## src/rtl/hal_pkg.sv

```systemverilog
// ---------------------------------------------------------------------------
// hal_pkg: shared definitions for the humidity ADC linearizer
// Field widths, register codes, datapath widths, sequencer states and the
// fixed sensor linearization table.
// ---------------------------------------------------------------------------
package hal_pkg;

   localparam int ADC_W    = 12;
   localparam int TEMP_W   = 12;
   localparam int HUM_W    = 14;
   localparam int FLAG_W   = 2;
   localparam int CSR_W    = 16;
   localparam int APB_W    = 32;
   localparam int PADDR_W  = 3;

   // register index, taken from paddr[2]
   localparam logic REG_COMP_CONSTANT = 1'b0;
   localparam logic REG_COMP_SLOPE    = 1'b1;

   localparam logic [CSR_W-1:0] COMP_CONSTANT_RST = 16'd17279;
   localparam logic [CSR_W-1:0] COMP_SLOPE_RST    = 16'd2265;

   localparam logic [FLAG_W-1:0] FLAG_INSIDE = 2'd0;
   localparam logic [FLAG_W-1:0] FLAG_BELOW  = 2'd1;
   localparam logic [FLAG_W-1:0] FLAG_ABOVE  = 2'd2;

   localparam logic [HUM_W-1:0] HUM_MAX = 14'h3FFF;
   localparam int unsigned      STEP_HUNDREDTHS = 1000;

   // table
   localparam int ROM_POINTS = 11;
   localparam int ROM_IDX_W  = 4;

   // datapath widths, set by the table spacing (largest gap 300 codes)
   localparam int DX_W     = 9;   // hi - lo
   localparam int M_W      = 12;  // seg*dx + offset, below 3000
   localparam int NUM_W    = 22;  // 1000 * (seg*dx + offset)
   localparam int KT_W     = 29;  // K * T, signed
   localparam int D_W      = 30;  // (B << 10) - K*T, signed
   localparam int DMAG_W   = 28;  // positive divisor magnitude
   localparam int DEN_W    = DX_W + DMAG_W;
   localparam int FRAC_SH  = 24;
   localparam int REM_W    = NUM_W + FRAC_SH + 1;
   localparam int QUO_W    = HUM_W + 1;   // top bit flags overflow
   localparam int DIV_W    = DEN_W + HUM_W;
   localparam int CNT_W    = 4;

   typedef enum logic [7:0] {
      S_IDLE   = 8'b0000_0001,
      S_RANGE  = 8'b0000_0010,
      S_SEARCH = 8'b0000_0100,
      S_PREP1  = 8'b0000_1000,
      S_PREP2  = 8'b0001_0000,
      S_PREP3  = 8'b0010_0000,
      S_DIV    = 8'b0100_0000,
      S_OUT    = 8'b1000_0000
   } state_type;

   function automatic logic [ADC_W-1:0] rom_point(input logic [ROM_IDX_W-1:0] idx);
      logic [ADC_W-1:0] pt;
      case (idx)
         4'd0:    pt = 12'd620;
         4'd1:    pt = 12'd918;
         4'd2:    pt = 12'd1134;
         4'd3:    pt = 12'd1411;
         4'd4:    pt = 12'd1669;
         4'd5:    pt = 12'd1904;
         4'd6:    pt = 12'd2204;
         4'd7:    pt = 12'd2482;
         4'd8:    pt = 12'd2782;
         4'd9:    pt = 12'd3060;
         4'd10:   pt = 12'd3227;
         default: pt = 12'd0;
      endcase
      return pt;
   endfunction

endpackage

```

## src/rtl/humidity_adc_linearizer.sv

```systemverilog
// Outside the table the sequencer goes from the range check straight to output;
// inside it, the serial segment search (seg = segment index 0..9) and the 15-step
// divider run first, and a non-positive divisor skips the divider. A new sample is
// taken only once the sequencer is back in idle; result stalls hold it in output.
// Reset: synchronous, active high; idles the sequencer, clears output valid,
// loads comp_constant = 17279 and comp_slope = 2265.
// ---------------------------------------------------------------------------
// humidity_adc_linearizer
// Piecewise-linear table interpolation of a humidity ADC sample followed by
// temperature compensation, done as one exact rounded division.
// ---------------------------------------------------------------------------
module humidity_adc_linearizer
   import hal_pkg::*;
#(
   parameter int unsigned TABLE_POINTS = 11
) (
   input  logic                     clock,
   input  logic                     reset,
   // input channel
   input  logic                     req_valid,
   output logic                     req_stall,
   input  logic [ADC_W-1:0]         req_adc_sample,
   input  logic signed [TEMP_W-1:0] req_temperature,
   // result channel
   output logic                     rsp_valid,
   input  logic                     rsp_stall,
   output logic [HUM_W-1:0]         rsp_humidity,
   output logic [FLAG_W-1:0]        rsp_range_flag,
   // configuration port
   input  logic                     psel,
   input  logic                     penable,
   input  logic                     pwrite,
   input  logic [PADDR_W-1:0]       paddr,
   input  logic [APB_W-1:0]         pwdata,
   output logic [APB_W-1:0]         prdata,
   output logic                     pready
);

   localparam int unsigned PTS_MIN = (TABLE_POINTS < ROM_POINTS) ? TABLE_POINTS : ROM_POINTS;
   localparam int unsigned POINTS_USED = (PTS_MIN < 2) ? 2 : PTS_MIN;
   localparam int SEG_W = $clog2(POINTS_USED);
   localparam logic [SEG_W-1:0] LAST_SEG = SEG_W'(POINTS_USED - 2);
   localparam logic [ADC_W-1:0] FIRST_PT = rom_point(ROM_IDX_W'(0));
   localparam logic [ADC_W-1:0] LAST_PT  = rom_point(ROM_IDX_W'(POINTS_USED - 1));
   localparam int unsigned TOP_HUM = (POINTS_USED - 1) * STEP_HUNDREDTHS;
   localparam logic [HUM_W-1:0] ABOVE_HUM = (TOP_HUM > 16383) ? HUM_MAX : HUM_W'(TOP_HUM);
   localparam logic [CNT_W-1:0] LAST_STEP = CNT_W'(QUO_W - 1);

   state_type state_ff, state_in;

   logic [CSR_W-1:0]         comp_constant_ff, comp_constant_in;
   logic [CSR_W-1:0]         comp_slope_ff, comp_slope_in;

   logic [ADC_W-1:0]         adc_ff, adc_in;
   logic signed [TEMP_W-1:0] temp_ff, temp_in;
   logic [SEG_W-1:0]         seg_ff, seg_in;
   logic signed [KT_W-1:0]   kt_ff, kt_in;
   logic signed [D_W-1:0]    d_ff, d_in;
   logic [DX_W-1:0]          dx_ff, dx_in;
   logic [M_W-1:0]           m_ff, m_in;
   logic [NUM_W-1:0]         num_ff, num_in;
   logic [DEN_W-1:0]         den_ff, den_in;
   logic [REM_W-1:0]         rem_ff, rem_in;
   logic [DIV_W-1:0]         divisor_ff, divisor_in;
   logic [QUO_W-1:0]         quo_ff, quo_in;
   logic [CNT_W-1:0]         cnt_ff, cnt_in;
   logic [HUM_W-1:0]         res_hum_ff, res_hum_in;
   logic [FLAG_W-1:0]        res_flag_ff, res_flag_in;

   logic                     rsp_valid_ff, rsp_valid_in;
   logic [HUM_W-1:0]         rsp_hum_ff, rsp_hum_in;
   logic [FLAG_W-1:0]        rsp_flag_ff, rsp_flag_in;

   logic [ROM_IDX_W-1:0]     lo_idx;
   logic [ADC_W-1:0]         lo_pt, hi_pt;
   logic                     csr_wr;
   logic                     out_free;
   logic                     d_pos;
   logic [DIV_W:0]           sub;
   logic                     ge;
   logic [QUO_W-1:0]         quo_next;

   assign pready    = 1'b1;
   assign csr_wr    = psel & penable & pwrite;
   assign req_stall = (state_ff != S_IDLE);
   assign rsp_valid      = rsp_valid_ff;
   assign rsp_humidity   = rsp_hum_ff;
   assign rsp_range_flag = rsp_flag_ff;

   always_comb begin
      prdata = '0;
      case (paddr[2])
         REG_COMP_CONSTANT: prdata = APB_W'(comp_constant_ff);
         REG_COMP_SLOPE:    prdata = APB_W'(comp_slope_ff);
         default:           prdata = '0;
      endcase
   end

   always_comb begin
      comp_constant_in = comp_constant_ff;
      comp_slope_in    = comp_slope_ff;
      if (csr_wr) begin
         if (paddr[2] == REG_COMP_CONSTANT) comp_constant_in = pwdata[CSR_W-1:0];
         else comp_slope_in = pwdata[CSR_W-1:0];
      end
   end

   assign lo_idx   = ROM_IDX_W'(seg_ff);
   assign lo_pt    = rom_point(lo_idx);
   assign hi_pt    = rom_point(lo_idx + ROM_IDX_W'(1));
   assign out_free = !rsp_valid_ff || !rsp_stall;
   assign d_pos    = !d_ff[D_W-1] && (d_ff != '0);

   // subtract/compare unit of the divider
   assign sub      = {1'b0, DIV_W'(rem_ff)} - {1'b0, divisor_ff};
   assign ge       = !sub[DIV_W];
   assign quo_next = {quo_ff[QUO_W-2:0], ge};

   always_comb begin
      state_in    = state_ff;
      adc_in      = adc_ff;
      temp_in     = temp_ff;
      seg_in      = seg_ff;
      kt_in       = kt_ff;
      d_in        = d_ff;
      dx_in       = dx_ff;
      m_in        = m_ff;
      num_in      = num_ff;
      den_in      = den_ff;
      rem_in      = rem_ff;
      divisor_in  = divisor_ff;
      quo_in      = quo_ff;
      cnt_in      = cnt_ff;
      res_hum_in  = res_hum_ff;
      res_flag_in = res_flag_ff;
      rsp_valid_in = rsp_valid_ff && rsp_stall;
      rsp_hum_in   = rsp_hum_ff;
      rsp_flag_in  = rsp_flag_ff;

      case (state_ff)
         S_IDLE: begin
            if (req_valid) begin
               adc_in   = req_adc_sample;
               temp_in  = req_temperature;
               state_in = S_RANGE;
            end
         end
         S_RANGE: begin
            kt_in  = KT_W'($signed({1'b0, comp_slope_ff}) * temp_ff);
            seg_in = '0;
            if (adc_ff <= FIRST_PT) begin
               res_hum_in  = '0;
               res_flag_in = FLAG_BELOW;
               state_in    = S_OUT;
            end else if (adc_ff >= LAST_PT) begin
               res_hum_in  = ABOVE_HUM;
               res_flag_in = FLAG_ABOVE;
               state_in    = S_OUT;
            end else begin
               state_in = S_SEARCH;
            end
         end
         S_SEARCH: begin
            // advance while the next point is still at or below the sample
            if (seg_ff != LAST_SEG && hi_pt <= adc_ff) seg_in = seg_ff + SEG_W'(1);
            else state_in = S_PREP1;
         end
         S_PREP1: begin
            d_in  = D_W'($signed({1'b0, comp_constant_ff, 10'b0})) - D_W'(kt_ff);
            dx_in = DX_W'(hi_pt - lo_pt);
            m_in  = M_W'(seg_ff) * M_W'(DX_W'(hi_pt - lo_pt)) + M_W'(adc_ff - lo_pt);
            state_in = S_PREP2;
         end
         S_PREP2: begin
            num_in = NUM_W'(m_ff) * NUM_W'(STEP_HUNDREDTHS);
            den_in = {{(DEN_W-DX_W){1'b0}}, dx_ff}
                   * {{(DEN_W-DMAG_W){1'b0}}, d_ff[DMAG_W-1:0]};
            if (!d_pos) begin
               res_hum_in  = HUM_MAX;
               res_flag_in = FLAG_INSIDE;
               state_in    = S_OUT;
            end else begin
               state_in = S_PREP3;
            end
         end
         S_PREP3: begin
            // add half the divisor for round half up
            rem_in     = REM_W'({num_ff, {FRAC_SH{1'b0}}}) + REM_W'(den_ff >> 1);
            divisor_in = {den_ff, {HUM_W{1'b0}}};
            quo_in     = '0;
            cnt_in     = '0;
            state_in   = S_DIV;
         end
         S_DIV: begin
            if (ge) rem_in = sub[REM_W-1:0];
            quo_in     = quo_next;
            divisor_in = divisor_ff >> 1;
            cnt_in     = cnt_ff + CNT_W'(1);
            if (cnt_ff == LAST_STEP) begin
               res_hum_in  = quo_next[QUO_W-1] ? HUM_MAX : quo_next[HUM_W-1:0];
               res_flag_in = FLAG_INSIDE;
               state_in    = S_OUT;
            end
         end
         S_OUT: begin
            // hold until the output register is free
            if (out_free) begin
               rsp_valid_in = 1'b1;
               rsp_hum_in   = res_hum_ff;
               rsp_flag_in  = res_flag_ff;
               state_in     = S_IDLE;
            end
         end
         default: begin
            state_in = S_IDLE;
         end
      endcase
   end

   always_ff @(posedge clock) begin
      if (reset) begin
         state_ff         <= S_IDLE;
         rsp_valid_ff     <= 1'b0;
         comp_constant_ff <= COMP_CONSTANT_RST;
         comp_slope_ff    <= COMP_SLOPE_RST;
      end else begin
         state_ff         <= state_in;
         rsp_valid_ff     <= rsp_valid_in;
         comp_constant_ff <= comp_constant_in;
         comp_slope_ff    <= comp_slope_in;
      end
   end

   always_ff @(posedge clock) begin
      adc_ff      <= adc_in;
      temp_ff     <= temp_in;
      seg_ff      <= seg_in;
      kt_ff       <= kt_in;
      d_ff        <= d_in;
      dx_ff       <= dx_in;
      m_ff        <= m_in;
      num_ff      <= num_in;
      den_ff      <= den_in;
      rem_ff      <= rem_in;
      divisor_ff  <= divisor_in;
      quo_ff      <= quo_in;
      cnt_ff      <= cnt_in;
      res_hum_ff  <= res_hum_in;
      res_flag_ff <= res_flag_in;
      rsp_hum_ff  <= rsp_hum_in;
      rsp_flag_ff <= rsp_flag_in;
   end

endmodule
```

## config.mk

```make
export PLATFORM = sky130hd
export DESIGN_NAME = humidity_adc_linearizer
export DESIGN_NICKNAME = d
export VERILOG_FILES = /design/src/rtl/hal_pkg.sv /design/src/rtl/humidity_adc_linearizer.sv
export SDC_FILE = /design/constraint.sdc
export NUM_CORES = 2
export LEC_CHECK = 0
export ABC_CLOCK_PERIOD_IN_PS = 13980
export BUFFER_PORTS_ARGS = -buffer_cell sky130_fd_sc_hd__clkbuf_2
export CORE_MARGIN = 4
export CORE_UTILIZATION = 60
export DETAILED_ROUTE_END_ITERATION = 16
export HOLD_SLACK_MARGIN = 0.06
export PLACE_DENSITY_LB_ADDON = 0.2
export SYNTH_ARGS = -nofsm -noshare
export SYNTH_HDL_FRONTEND = slang
export SYNTH_SLANG_ARGS = --single-unit
```

## constraint.sdc

```tcl
create_clock -name clock -period 13.98 [get_ports clock]
set_input_delay 4.194 -clock clock [delete_from_list [all_inputs] [get_ports clock]]
set_output_delay 4.194 -clock clock [all_outputs]
set_load 0.1 [all_outputs]
```

# --- Word-level counts from Yosys, hierarchy flattened ---
# Memories as Yosys holds them, arrays and structs flattened. A register that Yosys moved wholly into a read port is not among the register bits.
# Index checks and enable logic that the tools add are counted.
word_totals:
  ff_bits: 353
  romBits: 384
  n_memories: 2
mem_list:
  columns: ["memory", "depth", "word_bits", "rd", "rd_clocked_by_memory_dff", "write_ports", "line_no", "rtl"]
  rows:
  - ["(no name shown)", 16, 12, 1, 0, 0, "hal_pkg.sv:61", "case (idx)"]
  - ["(no name shown)", 16, 12, 1, 1, 0, "hal_pkg.sv:61", null]
classes:
  add_sub_neg: 8
  n_mul: 4
  n_lt_le_gt_ge: 3
  n_eq_ne: 19
  muxes: 30
  bitwise: 3
  n_reduce_logical: 20
op_table:
  columns: ["op", "n"]
  rows:
  - ["case mux 51 bit (2 select lines)", 1]
  - ["case mux 47 bit (2 select lines)", 1]
  - ["two-way mux 14 bit", 5]
  - ["case mux 32 bit (2 select lines)", 1]
  - ["case mux 8 bit (8 select lines)", 1]
  - ["two-way mux 8 bit", 7]
  - ["subtractor 47 x 51 -> 52 bit", 1]
  - ["adder 46 x 36 -> 47 bit", 1]
  - ["two-way mux 47 bit", 1]
  - ["case mux 14 bit (3 select lines)", 1]
  - ["multiplier 9 x 28 -> 37 bit", 1]
  - ["nonzero test 30 bit", 1]
  - ["subtractor 27 x 29 -> 30 bit", 1]
  - ["multiplier 17 x 12 -> 29 bit", 1]
  - ["case mux 14 bit (2 select lines)", 1]
  - ["multiplier 12 x 7 -> 19 bit, second input constant", 1]
  - ["case mux 4 bit (2 select lines)", 2]
  - ["!= test 2 bit, second input constant", 7]
  - ["adder 12 bit", 1]
  - ["greater-or-equal comparator 12 bit, second input constant", 1]
  - ["<= comparator 12 x 10 -> 1 bit, second input constant", 1]
  - ["<= comparator 12 bit", 1]
  - ["multiplier 4 x 9 -> 12 bit", 1]
  - ["AND reduction 2 bit", 6]
  - ["other kinds (27)", 41]

# --- Longest topological paths before layout ---
# An unclocked memory read counts as a cell.
depth:
  word_depth: 7
  mapped_depth: 29
  depth_no_buf: 27

# --- Least setup slack after synthesis ---
# No wires, ideal clock.
synth_path:
  kind: "in2out"
  startpoint: "input port paddr[2]"
  endpoint: "output port prdata[10]"
  arrival_ns: 5.451
  path_slack_ns: 4.335
  cell_stages: 3
  path_buffers: 2
  path_cell_list: "clkbuf_1 > buf_1 > mux2_2"
synth_via:
  elab_chain_cells: 2
synth_lines:
  columns: ["element", "line_no", "rtl"]
  rows:
  - ["from (decl)", "humidity_adc_linearizer.sv:33", "input logic [PADDR_W-1:0] paddr,"]
  - ["inverter 1 bit (no source line)", null, null]
  - ["case mux 32 bit (2 select lines) (*)", "humidity_adc_linearizer.sv:92", "case (paddr[2])"]
  - ["to (decl)", "humidity_adc_linearizer.sv:35", "output logic [APB_W-1:0] prdata,"]
# Every way passes the cells marked *; elsewhere a longest branch is shown, timed or not. The select of a mux whose other input is x is not followed.

# --- Final worst setup path ---
layout_path:
  startpoint: "input port paddr[2]"
  endpoint: "output port prdata[14]"
# Same word-level chain as after synthesis.

==> results_dict.tcl <==
set metrics [dict create \
    status "finished, final reports clean" \
    synth.distinct_cells 74 \
    critPathArrivalTime_ns 5.36 \
    clockPowerShare_pct 18.5 \
    worst_slew_pin_slew_ns 1.20 \
    r2r_end "m_ff[11]" \
    p_int_mw 3.60 \
    synth_flop_cell "edfxtp_1" \
    drt_iter0_drc 1446 \
    cellLeakagePower_nw 17.5 \
    clk_pin_slew_ns 0.06 \
    p_sw_mw 2.37 \
    required_ns 9.79 \
    yosys.area.top_type_share_pct 26.4 \
    hold_end "rsp_humidity[10]" \
    final_net_count 4397 \
    grt_pass1_wl_mm 126 \
    grt_usage_pct 24.4 \
    postCtsSetupRepairBufs 0 \
    cp_max_fo 19 \
    hold_path.startpoint "res_hum_ff[10]" \
    core_area_um2 58100 \
    path_class "in2out" \
    utilization_pct 65.1 \
    r2r-start "lo_idx[0]" \
    remaining_drc_errors 0 \
    swShare_pct 39.7 \
    r2r_setup_slack_ns 6.73 \
    ys_seq_area_share_pct 29.4 \
    cts_hold_buf 0 \
    gp_congestion 0.885 \
    clk_latency_ns 0.58 \
    finClkSkew_ns 0.0213 \
    final_max_slew_viol_count 0 \
    die_area_um2 63200 \
    htreeDepth 2 \
    finalWirelength_mm 75.5 \
    async_flop_share_pct 0 \
    clock.fmax_mhz 105 \
    yosysWarnings 0 \
    final_cells 4426 \
    drive_gt1_share_pct 5.74 \
    seqPwrFrac_pct 25.7 \
    cp-start-kind "input pin" \
    p_comb_share_pct 55.8 \
    cts_buffer_depth 3 \
    grt_max_degree 79 \
    die_w_um 251 \
    holdCritPathClass "reg2reg" \
    fin_total_pwr_mw 5.97 \
    rsz0062_at_grt "no" \
    synthCells 3616 \
    reg2reg_depth 25 \
    areaGrowthSynthToFinish_pct 6.53 \
    whs_ns 0.411 \
    fillers 4776 \
    ir_worst_vdd_mv 0.312 \
    antenna_left 0 \
    cts.sinks 365 \
    viasPerCell 5.55 \
    io_pins 117 \
    hold_depth 0 \
    dp_hpwl_mm 59.0 \
    avgRoutedWirePerCell_um 17.0 \
    syn_avg_cell_area_um2 9.82 \
    synth_edf_count 312 \
    port_buffers 81 \
    fin_crit_ns 9.56 \
    syn-cell-area_um2 35500 \
    first_pass_iters 5 \
    tns_ns 0 \
    die_h_um 251 \
    final_hold_viol_count 0 \
    powerDensity_nw_per_um2 158 \
    cts_tree "yes" \
    fin_crit_sh_pct 68.4 \
    end_kind "primary output" \
    numCtsBuffers 42 \
    grt_overflow 0 \
    rows 88 \
    setup_viol 0 \
    netlist_top_cells_area "edfxtp_1 26%, fa_1 23%, ha_1 11%, inv_1 6.3%, nand2_1 4.4%" \
    maxCapViolations 0 \
    grt_pass1_vias 24941 \
    antenna_found_initial 2 \
    via_count 24572 \
    clockRootBuffer "clkbuf_16" \
    cts_resized 0 \
    initial_core_util_pct 61.1 \
    ys_ff_latch 365 \
    dp.cells 4348 \
    slew_headroom_pct 19.7 \
    yosys.area.top_type "edfxtp_1" \
]
==> placed cells by master, fill, tap and decap left out, types with 19 or more instances in the layout <==
cell type / count
a21o_1: 67
a21oi_1: 164
and2_1: 223
clkbuf_16: 46
clkbuf_2: 81
dfxtp_1: 53
edfxtp_1: 312
fa_1: 401
ha_1: 303
inv_1: 595
mux2_2: 19
nand2_1: 419
nand2b_1: 31
nand3_1: 37
nor2_1: 151
nor2b_1: 42
nor3_1: 37
o21a_1: 29
o21ai_0: 148
xnor2_1: 116
xor2_1: 54
==> how the worst max path moves through the flow <==
stage	endpoint	slack [ns]	startpoint
global route	prdata[3]	4.38	paddr[2]
detailed placement	prdata[7]	4.42	paddr[2]
CTS	prdata[14]	4.42	paddr[2]
finish	prdata[14]	4.42	paddr[2]
global placement	prdata[11]	4.43	paddr[2]
floorplan	prdata[10]	4.33	paddr[2]
==> power groups by stage <==
stage	logic (mW)	clock network [mW]	registers, mW
global placement	3.19	0	1.55
floorplan	2.73	0	1.51
global route	3.88	1.17	1.54
detailed placement	3.32	0	1.55
finish	3.33	1.10	1.53
CTS	3.36	1.13	1.53
==> cell type report <==
class,instances,area (um^2),area share (%)
Multi-Input combinational cell,2522,22300,58.9
Sequential cell,365,10400,27.6
Inverter,600,2250,5.95
Clock buffer,59,1240,3.28
Tap cell,765,957,2.53
Timing Repair Buffer,96,518,1.37
Clock inverter,17,141,0.374
Antenna cell,2,5.00,0.0132
==> registers in the layout (all words and copies together) (netlist names), 12 cells and up <==
register and cells:
rem_ff 47, quo_ff 14, den_ff 37, comp_slope_ff 16
lo_pt 12, adc_ff 12, d_ff 30, rsp_humidity 14
kt_ff 29, temp_ff 12, m_ff 12, divisor_ff 51
comp_constant_ff 16, num_ff 19, res_hum_ff 14
==> metrics by stage <==
step | instance area [um^2] | setup slack (ns)
3_5_place_dp | 36500 | 4.42
4_1_cts | 37800 | 4.42
3_3_place_gp | 36500 | 4.43
2_1_floorplan | 35600 | 4.33
5_1_grt | 37800 | 4.38
6_report | 37800 | 4.42
==> cells in the mapped netlist (all sizes together) (15+ instances only) <==
cell type    n
inv        600
nand2      422
fa         401
edfxtp     312
ha         303
and2       224
a21oi      165
nor2       153
o21ai      148
xnor2      116
clkbuf     115
a21o        67
xor2        54
dfxtp       53
nor2b       42
nor3        38
nand3       37
nand2b      31
buf         29
o21a        29
mux2        19
and3        17
nand4       17
o21bai      17
a31oi       16
mux2i       16
or3         16
a211o       15
==> worst max-delay path, stage by stage <==
cell,delay [ns]
clkbuf_2,0.40
mux2_2,0.39
clkbuf_2,0.37
==> per-layer routing <==
metal  wire (um)  global-route usage [%]  vias to the layer above  share of wire (%)
met5           0                       0                        -                  0
met2       36600                    41.5                      656                 49
li1            -                       -                    11751                  -
met4        1570                    5.83                        0                2.1
met1       33400                    33.7                    12053                 44
met3        3910                    3.29                      112                5.2
==> kinds of logic (layout without fill, tap and decap cells) <==
| family | Yosys count | count (layout) | synth area share, % |
|---|---|---|---|
| simple gates | 1047 | 1047 | 14.3 |
| compound gates | 548 | 548 | 9.62 |
| fa+ha+maj | 704 | 704 | 33.3 |
| xor+xnor | 171 | 171 | 4.25 |
| buf+inv | 744 | 772 | 8.06 |
| mux | 35 | 35 | 1.12 |
| other cells | 2 | 19 | 0.0211 |
| flops | 365 | 365 | 29.4 |
Note: power is estimated with default switching activity, not from simulation.
